**src/design/cps_pkg.sv**
```systemverilog
package cps_pkg;

  localparam int unsigned WINDOW_BYTES = 11;
  localparam int unsigned LIT_COUNT    = 7;
  localparam int unsigned LIT_MAX      = 11;
  localparam int unsigned FILL_W       = $clog2(WINDOW_BYTES + 1);
  localparam int unsigned LEN_W        = $clog2(LIT_MAX + 1);
  localparam int unsigned OUT_DATA_W   = 48;
  localparam int unsigned REG_IDX_W    = 1;
  localparam int unsigned REG_DATA_W   = 7;

  typedef enum logic [1:0] {
    FUNC_DATA  = 2'd0,
    FUNC_LAST  = 2'd1,
    FUNC_EMPTY = 2'd2,
    FUNC_NULL  = 2'd3
  } func_e;

  typedef enum logic [1:0] {
    VERDICT_ACCEPT     = 2'd0,
    VERDICT_NULL       = 2'd1,
    VERDICT_CREDENTIAL = 2'd2
  } verdict_e;

  localparam logic [REG_IDX_W-1:0] REG_PATTERN_ENABLE = 1'b0;
  localparam logic [REG_IDX_W-1:0] REG_NUL_TERMINATES = 1'b1;

  typedef logic [WINDOW_BYTES-1:0][7:0] window_t;

  typedef struct packed {
    logic [LIT_COUNT-1:0] pattern_enable;
    logic                 nul_terminates;
  } cfg_t;

  typedef struct packed {
    func_e      func;
    logic [7:0] data_byte;
  } step_t;

  typedef struct packed {
    logic                 valid;
    verdict_e             verdict;
    logic [LIT_COUNT-1:0] match_mask;
    logic [31:0]          reject_total;
  } result_t;

  // Literals stored newest byte first, so entry j lines up with window byte j.
  localparam logic [7:0] LIT_REV [LIT_COUNT][LIT_MAX] = '{
    '{"_", "t", "a", "p", "_", "b", "u", "h", "t", "i", "g"},
    '{"_", "p", "h", "g", 8'h00, 8'h00, 8'h00, 8'h00, 8'h00, 8'h00, 8'h00},
    '{" ", "N", "I", "G", "E", "B", 8'h00, 8'h00, 8'h00, 8'h00, 8'h00},
    '{"Y", "E", "K", " ", "E", "T", "A", "V", "I", "R", "P"},
    '{"=", "d", "r", "o", "w", "s", "s", "a", "p", 8'h00, 8'h00},
    '{"=", "n", "e", "k", "o", "t", 8'h00, 8'h00, 8'h00, 8'h00, 8'h00},
    '{"=", "t", "e", "r", "c", "e", "s", 8'h00, 8'h00, 8'h00, 8'h00}
  };

  localparam logic [LEN_W-1:0] LIT_LEN [LIT_COUNT] = '{
    LEN_W'(11), LEN_W'(4), LEN_W'(6), LEN_W'(11), LEN_W'(9), LEN_W'(6), LEN_W'(7)
  };

endpackage

```
**src/design/cps_match.sv**
```systemverilog
module cps_match import cps_pkg::*; (
  input  window_t              window_i,
  input  logic [FILL_W-1:0]    fill_i,
  output logic [LIT_COUNT-1:0] hit_o
);

  always_comb begin
    for (int k = 0; k < LIT_COUNT; k++) begin
      hit_o[k] = (FILL_W'(LIT_LEN[k]) <= fill_i);
      for (int j = 0; j < LIT_MAX; j++) begin
        if ((LEN_W'(j) < LIT_LEN[k]) && (window_i[j] != LIT_REV[k][j])) begin
          hit_o[k] = 1'b0;
        end
      end
    end
  end

endmodule

```
**src/design/cps_scan.sv**
```systemverilog
module cps_scan import cps_pkg::*; (
  input  logic    clk_i,
  input  logic    rst_ni,
  input  logic    step_en_i,
  input  step_t   step_i,
  input  cfg_t    cfg_i,
  output result_t result_o
);

  window_t              window_q, window_d, window_shift;
  logic [FILL_W-1:0]    fill_q, fill_d, fill_shift;
  logic [LIT_COUNT-1:0] found_q, found_d, hit;
  logic                 stopped_q, stopped_d;
  logic [31:0]          reject_q, reject_d;
  logic                 take, halt, end_buf;
  logic [LIT_COUNT-1:0] mask;

  assign window_shift = {window_q[WINDOW_BYTES-2:0], step_i.data_byte};
  assign fill_shift   = (fill_q == FILL_W'(WINDOW_BYTES)) ? fill_q : fill_q + FILL_W'(1);

  cps_match u_match (
    .window_i (window_shift),
    .fill_i   (fill_shift),
    .hit_o    (hit)
  );

  always_comb begin
    take      = (step_i.func == FUNC_DATA) || (step_i.func == FUNC_LAST);
    halt      = cfg_i.nul_terminates && (step_i.data_byte == 8'h00);
    window_d  = window_q;
    fill_d    = fill_q;
    found_d   = found_q;
    stopped_d = stopped_q;
    reject_d  = reject_q;
    result_o  = '0;

    if (take && !stopped_q) begin
      if (halt) begin
        stopped_d = 1'b1;
      end else begin
        window_d = window_shift;
        fill_d   = fill_shift;
        found_d  = found_q | hit;
      end
    end

    mask    = found_d & cfg_i.pattern_enable;
    end_buf = (step_i.func != FUNC_DATA);

    if (step_i.func == FUNC_NULL) begin
      result_o.verdict = VERDICT_NULL;
      reject_d         = reject_q + 32'd1;
    end else if (end_buf) begin
      result_o.match_mask = mask;
      if (mask != '0) begin
        result_o.verdict = VERDICT_CREDENTIAL;
        reject_d         = reject_q + 32'd1;
      end else begin
        result_o.verdict = VERDICT_ACCEPT;
      end
    end

    result_o.valid        = step_en_i && end_buf;
    result_o.reject_total = reject_d;

    if (end_buf) begin
      window_d  = '0;
      fill_d    = '0;
      found_d   = '0;
      stopped_d = 1'b0;
    end
  end

  always_ff @(posedge clk_i or negedge rst_ni) begin
    if (!rst_ni) begin
      window_q  <= '0;
      fill_q    <= '0;
      found_q   <= '0;
      stopped_q <= 1'b0;
      reject_q  <= '0;
    end else if (step_en_i) begin
      window_q  <= window_d;
      fill_q    <= fill_d;
      found_q   <= found_d;
      stopped_q <= stopped_d;
      reject_q  <= reject_d;
    end
  end

endmodule

```
**src/design/credential_pattern_scanner_core.sv**
```systemverilog
// Scans a byte stream for seven credential literals and gives one verdict per buffer. Each
// transaction on the slave side carries one byte and a function code; the block takes one
// transaction per clock cycle, and the transaction that ends a buffer passes through the
// input register and its verdict is then held in the result register for the master side.
// One input register and one result register bound a single stage in which all seven
// literal compares run in parallel on the shift window; new input keeps flowing while a
// verdict waits to be taken, and stalls only when a held verdict is not being taken and
// a second buffer end arrives. The configuration port is always ready and must be written
// only while no transaction is in flight. Reset needs no clearing pass.
module credential_pattern_scanner_core import cps_pkg::*; (
  input  logic                  clk_i,
  input  logic                  rst_ni,
  input  logic                  s_axis_tvalid,
  output logic                  s_axis_tready,
  input  logic [7:0]            s_axis_tdata,  // data_byte
  input  logic [1:0]            s_axis_tuser,  // func
  output logic                  m_axis_tvalid,
  input  logic                  m_axis_tready,
  // verdict [1:0], match_mask [8:2], reject_total [40:9], zero fill above
  output logic [OUT_DATA_W-1:0] m_axis_tdata,
  input  logic                  cfg_valid_i,
  output logic                  cfg_ready_o,
  input  logic [REG_IDX_W-1:0]  cfg_addr_i,
  input  logic [REG_DATA_W-1:0] cfg_data_i
);

  logic                  in_valid_q, in_valid_d;
  step_t                 in_step_q;
  logic                  out_valid_q, out_valid_d;
  logic [OUT_DATA_W-1:0] out_data_q;
  cfg_t                  cfg_q, cfg_d;
  logic                  out_free, step_en;
  result_t               result;

  assign cfg_ready_o   = 1'b1;
  assign out_free      = !out_valid_q || m_axis_tready;
  assign step_en       = in_valid_q && ((in_step_q.func == FUNC_DATA) || out_free);
  assign s_axis_tready = !in_valid_q || step_en;
  assign m_axis_tvalid = out_valid_q;
  assign m_axis_tdata  = out_data_q;

  cps_scan u_scan (
    .clk_i     (clk_i),
    .rst_ni    (rst_ni),
    .step_en_i (step_en),
    .step_i    (in_step_q),
    .cfg_i     (cfg_q),
    .result_o  (result)
  );

  always_comb begin
    cfg_d = cfg_q;
    if (cfg_valid_i) begin
      unique case (cfg_addr_i)
        REG_PATTERN_ENABLE: cfg_d.pattern_enable = cfg_data_i[LIT_COUNT-1:0];
        REG_NUL_TERMINATES: cfg_d.nul_terminates = cfg_data_i[0];
        default: cfg_d = cfg_q;
      endcase
    end

    in_valid_d = in_valid_q;
    if (s_axis_tready) begin
      in_valid_d = s_axis_tvalid;
    end

    out_valid_d = out_valid_q;
    if (result.valid) begin
      out_valid_d = 1'b1;
    end else if (m_axis_tready) begin
      out_valid_d = 1'b0;
    end
  end

  always_ff @(posedge clk_i or negedge rst_ni) begin
    if (!rst_ni) begin
      in_valid_q  <= 1'b0;
      out_valid_q <= 1'b0;
      cfg_q       <= '{pattern_enable: '1, nul_terminates: 1'b0};
    end else begin
      in_valid_q  <= in_valid_d;
      out_valid_q <= out_valid_d;
      cfg_q       <= cfg_d;
    end
  end

  always_ff @(posedge clk_i) begin
    if (s_axis_tready && s_axis_tvalid) begin
      in_step_q <= '{func: func_e'(s_axis_tuser), data_byte: s_axis_tdata};
    end
    if (result.valid) begin
      out_data_q <= {(OUT_DATA_W - 41)'(0), result.reject_total, result.match_mask,
                     result.verdict};
    end
  end

endmodule
```
**config.mk**
```make
export PLATFORM = sky130hd
export DESIGN_NAME = credential_pattern_scanner_core
export DESIGN_NICKNAME = d
export VERILOG_FILES = /design/src/design/cps_pkg.sv /design/src/design/cps_match.sv /design/src/design/cps_scan.sv /design/src/design/credential_pattern_scanner_core.sv
export SDC_FILE = /design/constraint.sdc
export NUM_CORES = 1
export LEC_CHECK = 0
export BUFFER_PORTS_ARGS = -buffer_cell sky130_fd_sc_hd__buf_4
export CAP_MARGIN = 5
export CORE_MARGIN = 5
export CORE_UTILIZATION = 40
export CTS_BUF_LIST = sky130_fd_sc_hd__clkbuf_8 sky130_fd_sc_hd__clkbuf_16
export CTS_CLUSTER_SIZE = 10
export DETAILED_ROUTE_END_ITERATION = 7
export PLACE_DENSITY = 0.61
export SLEW_MARGIN = 15
export SYNTH_ARGS = -nofsm -noshare
export SYNTH_HDL_FRONTEND = slang
export SYNTH_SLANG_ARGS = --single-unit
```
**constraint.sdc**
```tcl
create_clock -name clk_i -period 7.7 [get_ports clk_i]
set_input_delay 0.77 -clock clk_i [delete_from_list [all_inputs] [get_ports clk_i]]
set_output_delay 0.77 -clock clk_i [all_outputs]
set_load 0.03 [all_outputs]
```
== Word level (Yosys, flattened, before mapping) ==
Index checks and enable logic that the tools add are counted.

* $add $sub $neg: 2
* Magnitude comparators: 5
* Equality and inequality tests: 51
* Muxes and demuxes: 74
* Bitwise logic cells: 4
* Reductions and logical operators: 24

{| class="wikitable"
|+ Operator list
! kind !! count
|-
| 8-bit by 7-bit != test with 1-bit output, second input constant || 44
|-
| 80-bit 2-to-1 mux || 3
|-
| 32-bit 2-to-1 mux || 3
|-
| 1-bit 2-to-1 mux || 59
|-
| 32-bit by 1-bit adder with 32-bit output, second input constant || 1
|-
| 8-bit by 6-bit != test with 1-bit output, second input constant || 3
|-
| 7-bit 2-to-1 mux || 3
|-
| 4-bit 2-to-1 mux || 4
|-
| 3-bit by 4-bit <= comparator with 1-bit output, first input constant || 3
|-
| 4-bit <= comparator, first input constant || 2
|-
| 8-bit zero test || 1
|-
| 8-bit 2-to-1 mux || 1
|-
| 2-bit nonzero test || 4
|-
| 7-bit bitwise AND || 1
|-
| 7-bit bitwise OR || 1
|-
| 7-bit nonzero test || 1
|-
| 3-bit AND reduction || 2
|-
| 1-bit logical AND || 5
|-
| 4-bit by 1-bit adder with 4-bit output, second input constant || 1
|-
| 4-bit equality test, second input constant || 1
|-
| 1-bit logical OR || 4
|-
| 2-bit AND reduction || 2
|-
| 1-bit zero test || 3
|-
| 2-bit by 1-bit equality test with 1-bit output, second input constant || 1
|-
| other kinds (6) || 7
|}

* Register bits: 185
* Bits of input ports: 23
* Output and inout port bits: 51
* Word-level logic and storage cells: 183

== Depth between registers and ports, before layout ==
* Word-level depth: 22
* Depth in mapped cells: 11
* Gate-level depth less buffers: 10

== Cells and area by module ==
A second synthesis with hierarchy kept.

* Cells, all modules: 700
* Area, all modules: 8516.9 µm²

{| class="wikitable"
|+ Modules (own cells, without submodules)
! module !! times used !! cells each !! area an instance (µm²) !! seq. area each (µm²)
|-
| cps_scan || 1 || 507 || 5706.7 || 3103.0
|-
| credential_pattern_scanner_core || 1 || 90 || 2053.2 || 1790.5
|-
| cps_match || 1 || 103 || 757.0 || 0.0
|}

== Worst setup path after synthesis ==
No wires, ideal clock.

* Kind: in2reg
* From: input m_axis_tready
* To: register out_data_q[0], in the netlist m_axis_tdata[0] (enable)
* Library setup time: 0.448 ns
* Arrival: 3.012 ns
* Required time: 7.252 ns
* Slack: 4.239 ns
* Stages: 3
* Buffers on the path: 0
* Cells stage by stage: nand2b_1 o21ai_0 nor2_1

* Longest elaborated chain between the ends: 4

{| class="wikitable"
|+ RTL lines
! item !! RTL line !! source
|-
| from (decl) || credential_pattern_scanner_core.sv:18 || <nowiki>input logic m_axis_tready,</nowiki>
|-
| 1-bit logical OR || credential_pattern_scanner_core.sv:36 || <nowiki>assign out_free = !out_valid_q || m_axis_tready;</nowiki>
|-
| 1-bit logical OR || credential_pattern_scanner_core.sv:37 || <nowiki>assign step_en = in_valid_q && ((in_step_q.func == FUNC_DATA) || out_free);</nowiki>
|-
| 1-bit logical AND || credential_pattern_scanner_core.sv:37 ||
|-
| 1-bit logical AND || cps_scan.sv:63 || <nowiki>result_o.valid = step_en_i && end_buf;</nowiki>
|-
| to (signal assigned) || credential_pattern_scanner_core.sv:91 || <nowiki>out_data_q <= {(OUT_DATA_W - 41)'(0), result.reject_total, result.match_mask,</nowiki>
|-
| to (decl) || credential_pattern_scanner_core.sv:30 || <nowiki>logic [OUT_DATA_W-1:0] out_data_q;</nowiki>
|}

No other way between the ends.
A chain may end at the register's enable or synchronous reset.

==> run metrics <==
status completed; CP endpoint kind flip-flop; Syn. warnings 0; die area about 0.025 sq mm; CTS Buf Count 17; Avg WL per Cell 19.6 um; CTS tree built; Crit path max-delay family compound AO/OA/AOI/OAI gates; initial antenna violation count 0; PnR worst setup slack 3.40 ns; Critical Path Max Stage Delay 0.67 ns; gpl congestion just over 0.9; Worst Path Arrival 4.50 ns; dominant cell type by area after synthesis dfrtp_1; # setup viols final 0; Final Total Pwr 2.23 mW; Routed WL 20900 um; vias in the first global route 5986; flop2flop setup slack 3.40 ns; M1 GR Usage 23.6%; fin. max-slew vios 0; Worst VDD drop roughly 0.14 mV; Worst Clk Skew 0.0196 ns; pwr dens 223 mW/mm^2; busiest grt layer met2; MaxCap Viol Count 0; share of flip-flops with an asynchronous set or reset 72.4%; cell area after layout 0.00999 sq mm; CP Cell Sequence inv_1, ha_1, o21bai_1, a31oi_1, nand4_1, o41ai_1, a21boi_1, a41oi_4, buf_4, mux2_2; post-CTS setup buffers 0; Period minus WS final between 4 and 5 ns; GRT Overall Usage 17.3%; sequential fraction of the synthesis area between 50% and 60%; hold crit path type input pin to async pin; Initial Util 40.9%; IO Port Bufs 65; row count 53; worst path bufs/invs 2; DP HPWL 14600 um; CP required 7.90 ns; met2 GRT Util between 20% and 30%; crit path kind flip-flop to flip-flop; Max clock buf depth 2; # diodes 0; reg2reg path depth 10; H-tree depth 4; DRC Markers 0; clk_lat worst skew 0.44 ns; Netlist cell types 68; post-layout util between 40% and 50%; Post-Syn Instances 722; synth top area cells dfrtp_1, edfxtp_1, a22o_1; Die Wd 157 um; slowest CP cell o41ai_1; io pins 74; grt ovf 0; RSZ-0062 raised after global routing false; Area Overhead vs Synth 15.1%; first-pass GRT wire length 33300 um; Vias 6072; Nets between 800 and 900; Synth top area share between 30 and 40%; CTS Hold Buffers Added 0; Max FO, Critical Path 63; relative slew slack between 40 and 50%; Core Region 0.0212 sq mm; Startpoint Class flip-flop; reg2reg start in_step_q[9]; Final Hold Viols 0; Setup TNS 0 ns; Tightest Pin Transition 0.884 ns; EDFF count, synth 51; ys flop type dfrtp_1; largest net degree at the start of global routing 84; dpl cell area around 0.0094 sq mm; Fill cells 1942; Syn Area/Cell between 10 and 15 sq um; pre-CTS WS approximately 3.4 ns; PostCTS Resize Cnt 0; Iteration-0 DRC Markers 486; Die H about 160 um; cell with the most instances after synthesis dfrtp_1; Post-Syn Area 0.00868 sq mm; top cells by count, synth dfrtp_1, a22o_1, xnor2_1; max frequency 0.233 GHz; post-route ant nets 0; cell leakage power 3.98 nW; TritonRoute pass-1 iters 5; Root Buffer clkbuf_16; Critical R2R Capture m_axis_tdata[10]; flops & latches, synth 185; clock net sink count 185; CTS clk-pin slew, worst paths 0.08 ns; period utilisation layout 55.9%; fraction of layout instances using a drive strength above 1 18.1%; grt met3 use 3.49%; DR vias/cell between 5 and 6
[cell usage in the layout, fill, tap and decap left out, types with 7 or more instances in the layout]
cell       netlist  final
dfrtp_1        127    127
a22o_1          80     80
buf_4            8     71
xnor2_1         61     61
nand2_1         51     51
edfxtp_1        51     51
nand3_1         30     30
nor2_1          29     28
nand4_1         22     22
nor3_1          20     20
clkbuf_16        0     17
and3_1          14     13
inv_1           12     12
nor4_1          12     12
nand4b_1        11     11
o21ai_0         10      9
nand3_2          9      9
nand3b_1         8      8
and2_1           8      8
mux2_2           8      8
conb_1           2      8
nand2b_1         7      7
dfstp_2          7      7
[routing by layer]
| metal | vias to the layer above | part of all wire (%) |
|---|---|---|
| met5 | - | 0 |
| li1 | 2819 | - |
| met2 | 184 | 49 |
| met3 | 19 | 5.1 |
| met1 | 3050 | 45 |
| met4 | 0 | 1.2 |
[kinds of logic (layout without fill, tap and decap cells)]
logic type | count (synthesis) | count (layout) | share of synthesized area [%]
other cells | 2 | 8 | 0.0865
mux | 9 | 9 | 1.17
buf+inv | 54 | 116 | 3.24
flops | 185 | 185 | 56.4
compound gates | 127 | 127 | 12.3
fa+ha+maj | 6 | 6 | 0.865
xor+xnor | 62 | 62 | 6.26
simple gates | 277 | 277 | 19.7
[registers in the layout, indices dropped and copies added, names as in the netlist]
name and flops:
u_scan.fill_q 4, u_scan.reject_q 32, u_scan.stopped_q 1, u_scan.window_q 80, u_scan.found_q 7, m_axis_tdata 41
in_valid_q 1, in_step_q 10, cfg_q 8, m_axis_tvalid 1
[report_power, final]
group | switching (mW) | internal [mW] | total [mW]
combinational | 0.151 | 0.0762 | 0.227
sequential | 0.0443 | 1.07 | 1.11
clock | 0.446 | 0.446 | 0.892
[worst reg2reg max path, stage by stage (launching register included)]
cell	delay (ns)
edfxtp_1	0.41
inv_1	0.09
ha_1	0.34
o21bai_1	0.22
a31oi_1	0.60
nand4_1	0.29
o41ai_1	0.67
a21boi_1	0.24
a41oi_4	0.22
buf_4	0.55
mux2_2	0.43
[through the flow]
stage / hold WS [ns] / cells
finish: 0.370 / 1065
global route: 0.407 / 1065
CTS: 0.380 / 1065
detailed placement: 0.479 / 1033
global placement: 0.478 / 1033
floorplan: 0.454 / 728
[worst max path at each step]
stage,from,endpoint,slack [ns],cells past startpoint
4_1_cts,in_step_q[9],m_axis_tdata[10],3.42,10
3_5_place_dp,in_step_q[9],m_axis_tdata[10],3.44,10
6_report,in_step_q[9],m_axis_tdata[10],3.40,10
5_1_grt,in_step_q[8],m_axis_tdata[10],3.17,10
3_3_place_gp,in_step_q[8],m_axis_tdata[10],3.47,10
2_1_floorplan,m_axis_tready,m_axis_tdata[0],4.24,3
[layout make-up]
cell class                 count  area (sq um)  area share, %
sequential                   185          4890           49.0
multi-input combinational    489          3550           35.5
timing repair buffer          72           544           5.45
clock buffer                  17           425           4.26
tap                          275           344           3.44
clock inverter                15           188           1.88
inverter                      12          45.0          0.451
Power figures use the tool's default switching activity.
